**config.mk**
```make
export PLATFORM = sky130hd
export DESIGN_NAME = crc16fc_crc_step
export DESIGN_NICKNAME = d
export VERILOG_FILES = /design/src/rtl/crc16fc_pkg.sv /design/src/rtl/crc16fc_crc_step.sv
export SDC_FILE = /design/constraint.sdc
export NUM_CORES = 1
export LEC_CHECK = 0
export BUFFER_PORTS_ARGS = -buffer_cell sky130_fd_sc_hd__buf_2
export CORE_AREA = 4 4 41 43
export DETAILED_ROUTE_END_ITERATION = 12
export DIE_AREA = 0 0 45 47
export PLACE_DENSITY = 0.6
export SYNTH_ARGS = -nofsm -noshare
export SYNTH_HDL_FRONTEND = slang
export SYNTH_SLANG_ARGS = --single-unit
```
**constraint.sdc**
```tcl
create_clock -name vclk -period 2.2
set_input_delay 0.11 -clock vclk [all_inputs]
set_output_delay 0.11 -clock vclk [all_outputs]
set_load 0.1 [all_outputs]
```
**src/rtl/crc16fc_pkg.sv**
```systemverilog
package crc16fc_pkg;

  typedef logic [7:0]  byte_t;
  typedef logic [5:0]  len_t;
  typedef logic [15:0] crc_t;

  // receive buffer size, the payload limit never exceeds it minus the overhead bytes
  localparam int unsigned BufBytes  = 64;
  localparam int unsigned LenOffset = 3;
  localparam int unsigned LenCap    = BufBytes - LenOffset;

  localparam crc_t  CrcPoly      = 16'h8005;
  localparam byte_t DevTxErrByte = 8'hFF;
  localparam byte_t WakeupByte   = 8'h11;
  localparam len_t  MaxLenReset  = 6'd36;

  typedef enum logic [2:0] {
    ST_OK        = 3'd0,
    ST_BAD_LEN   = 3'd1,
    ST_CRC_BAD   = 3'd2,
    ST_DEV_TXERR = 3'd3,
    ST_WAKEUP    = 3'd4
  } status_e;

endpackage

```
**src/rtl/crc16fc_crc_step.sv**
```systemverilog
module crc16fc_crc_step (
  input  crc16fc_pkg::crc_t  crc_i,
  input  crc16fc_pkg::byte_t byte_i,
  output crc16fc_pkg::crc_t  crc_o
);
  import crc16fc_pkg::*;

  // eight bit steps, data lsb first, unrolled into xor logic
  always_comb begin
    crc_t c;
    c = crc_i;
    for (int i = 0; i < 8; i++) begin
      if (byte_i[i] ^ c[15]) begin
        c = {c[14:0], 1'b0} ^ CrcPoly;
      end else begin
        c = {c[14:0], 1'b0};
      end
    end
    crc_o = c;
  end

endmodule
```
Yosys cells after proc, flatten, opt, wreduce, memory -nomap -nowiden --
Cells that the tools add are included.
Storage, ports and cells: latch bits 0, word-level logic and storage cells 24, memories 0, flip-flop bits (word level) 0, output and inout port bits 16, bits in writable memories 0, bits in read-only memories 0, input bits 24
Operators by class: add/subtract/negate cells 0, order comparisons 0, reductions and logical operators 0, divide/modulo/power cells 0, multipliers 0, equality and inequality tests 0, bitwise logic cells 16, mux-type cells 8, shift operators 0
Operators by type and width (count):
- $mux W16 | 8
- $not A3 Y3 | 8
- $xor A1 B1 Y1 | 8

Depth between registers and ports, before layout --
depth in word-level cells 16, gate-level depth with buffers 4, mapped depth without buffers 4

Worst setup path after synthesis --
OpenSTA, ideal clock, no wires.
path type input -> output, from input port crc_i[12], to output port crc_o[0], setup slack -1.914 ns, data arrival time 4.004 ns, cell stages on the path 4, buffers on the path 0, data required time 2.090 ns, path through xor2_1 > xnor2_1 > xnor2_1 > xnor2_1
On the way: cells in the longest elaborated chain, start to end 14
RTL lines:
- start: declaration | line crc16fc_crc_step.sv:2 | input crc16fc_pkg::crc_t crc_i,
- $mux W16 * (2 in a row) | line crc16fc_crc_step.sv:13 | if (byte_i[i] ^ c[15]) begin
- $not A3 Y3 (no line)
- $mux W16 * | line crc16fc_crc_step.sv:13
- $xor A1 B1 Y1 * | line crc16fc_crc_step.sv:13
- $mux W16 * | line crc16fc_crc_step.sv:13
- $xor A1 B1 Y1 * | line crc16fc_crc_step.sv:13
- $mux W16 * | line crc16fc_crc_step.sv:13
- $xor A1 B1 Y1 * | line crc16fc_crc_step.sv:13
- $mux W16 * | line crc16fc_crc_step.sv:13
- $xor A1 B1 Y1 * | line crc16fc_crc_step.sv:13
- $mux W16 * | line crc16fc_crc_step.sv:13
- $xor A1 B1 Y1 * | line crc16fc_crc_step.sv:13
- $mux W16 * | line crc16fc_crc_step.sv:13
- end: declaration | line crc16fc_crc_step.sv:4 | output crc16fc_pkg::crc_t crc_o
Mark *: on every way between the ends. The rest lies on a longest branch, timed or not.

Worst setup path in the final report --
from input port crc_i[10], to output port crc_o[15]
On the way: cells in the longest elaborated chain, start to end 12
RTL lines (line):
- $mux W16 * (4 in a row) | crc16fc_crc_step.sv:13
- $not A3 Y3 (no line)
- $mux W16 * | crc16fc_crc_step.sv:13
- $xor A1 B1 Y1 * | crc16fc_crc_step.sv:13
- $mux W16 * | crc16fc_crc_step.sv:13
- $xor A1 B1 Y1 * | crc16fc_crc_step.sv:13
- $mux W16 * | crc16fc_crc_step.sv:13
- $xor A1 B1 Y1 * | crc16fc_crc_step.sv:13
- $mux W16 * | crc16fc_crc_step.sv:13
Marks and branches as above.

==> results_dict.tcl <==
set metrics [dict create \
    hold_buffers 0 \
    grt_pass1_vias 247 \
    critPathCaptureType "output port" \
    wl_per_cell_microns 8.84 \
    fin_crit_ns 1.98 \
    num_rows 13 \
    yosys_warnings 0 \
    area_growth_pct 94.5 \
    fmax_mhz 504 \
    ant_nets 0 \
    post-cts-setup-buffers 0 \
    synthCells 28 \
    max_slew_margin 0.628 \
    post-synth-top-count-cell "xnor2_1" \
    crit_path_start_kind "input port" \
    dieArea_sq_mm 0.00212 \
    drive_above_1_share 0.782 \
    tightest_slew_ns 0.556 \
    netlist_area_sq_um 298 \
    post_cts_resized 0 \
    slew_viol_final 0 \
    ys_seq_area_frac 0 \
    vdd_drop_max_mv 0.600 \
    finalSetupTns_ns 0 \
    rsz0062_at_grt "no" \
    design.seq.count 0 \
    drt_iter0_drc 0 \
    chipWidth_microns 45 \
    worst_path_most_repeated_cell "xnor2_2" \
    vias 267 \
    grt_max_degree 4 \
    hold_path.class "input port to output port" \
    clkbuf_count 0 \
    num-nets-final 81 \
    power_density_mw_per_mm2 1880 \
    yosysTopAreaCell "xnor2_1" \
    antenna_cells 0 \
    first_pass_iters 1 \
    fp.coreArea_sq_mm 0.00130 \
    vias_per_cell 3.81 \
    initial_utilization 0.229 \
    final.period_utilization 0.901 \
    io_pins 40 \
    slowest_stage "xnor3_4" \
    portBuffers 30 \
    min_from "crc_i[2]" \
    die_y_microns 47 \
    cap_violations 0 \
    min_to "crc_o[10]" \
    power_leakage_uw 0.000279 \
    track_usage 0.0586 \
    synth_nets 52 \
    setup_viol_count_final 0 \
    synth_cell_types 6 \
    synth_area_leaders "xnor2_1 (32%), xnor2_2 (27%), xor2_1 (15%)" \
    drcViolationCount 0 \
    grt_pass1_wl_microns 993 \
    crit_arrival_ns 1.87 \
    hold_viol 0 \
    crit_fanout 3 \
    overflow 0 \
    layout.area.seq_sq_um 0 \
    synth_top_area_frac 0.324 \
    status "completed" \
    min_delay_path_depth 0 \
    gp_congestion 0.623 \
    drt_wl_total_microns 619 \
    slowest_delay_ns 0.54 \
    synth.top_cells.by_count "xnor2_1 (11), buf_4 (5), xnor2_2 (5), xor2_1 (5)" \
    finalPower_uw 1090 \
    required_ns 2.09 \
    antenna_found_initial 0 \
    path_class "input port to output port" \
    crit_path_cell_trace "buf_2, xnor2_2, xor2_4, xnor2_2, xnor3_4, buf_12" \
    syn_avg_cell_area_sq_um 10.6 \
]
## how the worst max path moves through the flow
stage               startpoint        end  cells after the start
floorplan            crc_i[10]  crc_o[15]                      4
global placement     crc_i[10]  crc_o[15]                      6
detailed placement   crc_i[10]  crc_o[15]                      6
CTS                  crc_i[10]  crc_o[15]                      6
global route         crc_i[10]  crc_o[15]                      6
finish               crc_i[10]  crc_o[15]                      6
## critical path: cells and delay by family
kind	cells	cell delay, ns
XOR/XNOR	4	1.47
buffers and inverters	2	0.30
## final cells by class
type               count  area, sq um
fillers              133          722
multi-input cells     23          350
well taps             15         18.8
repair buffers        32          210
## through the flow
step                      area, sq um  hold slack, ns  setup slack, ns  cells  utilization
after global routing              579           0.220            0.113     70        0.445
final                             579           0.220            0.217     70        0.445
after floorplan                   388           0.432          0.00569     28            -
after global placement            579           0.221            0.221     70        0.445
after detailed placement          579           0.221            0.181     70        0.445
after CTS                         579           0.221            0.181     70        0.445
## cells in the final DEF, fill, tap and decap left out
master    n
xor2_4    1
buf_2    27
xnor2_4   4
buf_4     2
buf_12    3
xnor2_2   5
xor2_1    5
xnor2_1   7
xnor3_4   1
## cells by family (layout without fill, tap and decap cells)
family,Yosys count,count (layout),synth area share
xor gates and xnor gates,23,23,0.874
buffers and inverters,5,32,0.126
## power breakdown
group          switching [uW]  internal [uW]
clock network               0              0
logic                     722            369
registers                   0              0
## per-layer routing
metal	GRT usage	part of all wire	up-vias
met1	0.0665	0.26	114
li1	-	-	135
met4	0	0	0
met5	0	0	-
met3	0.0115	0.17	0
met2	0.119	0.57	18
(Power assumes the default switching activity.)
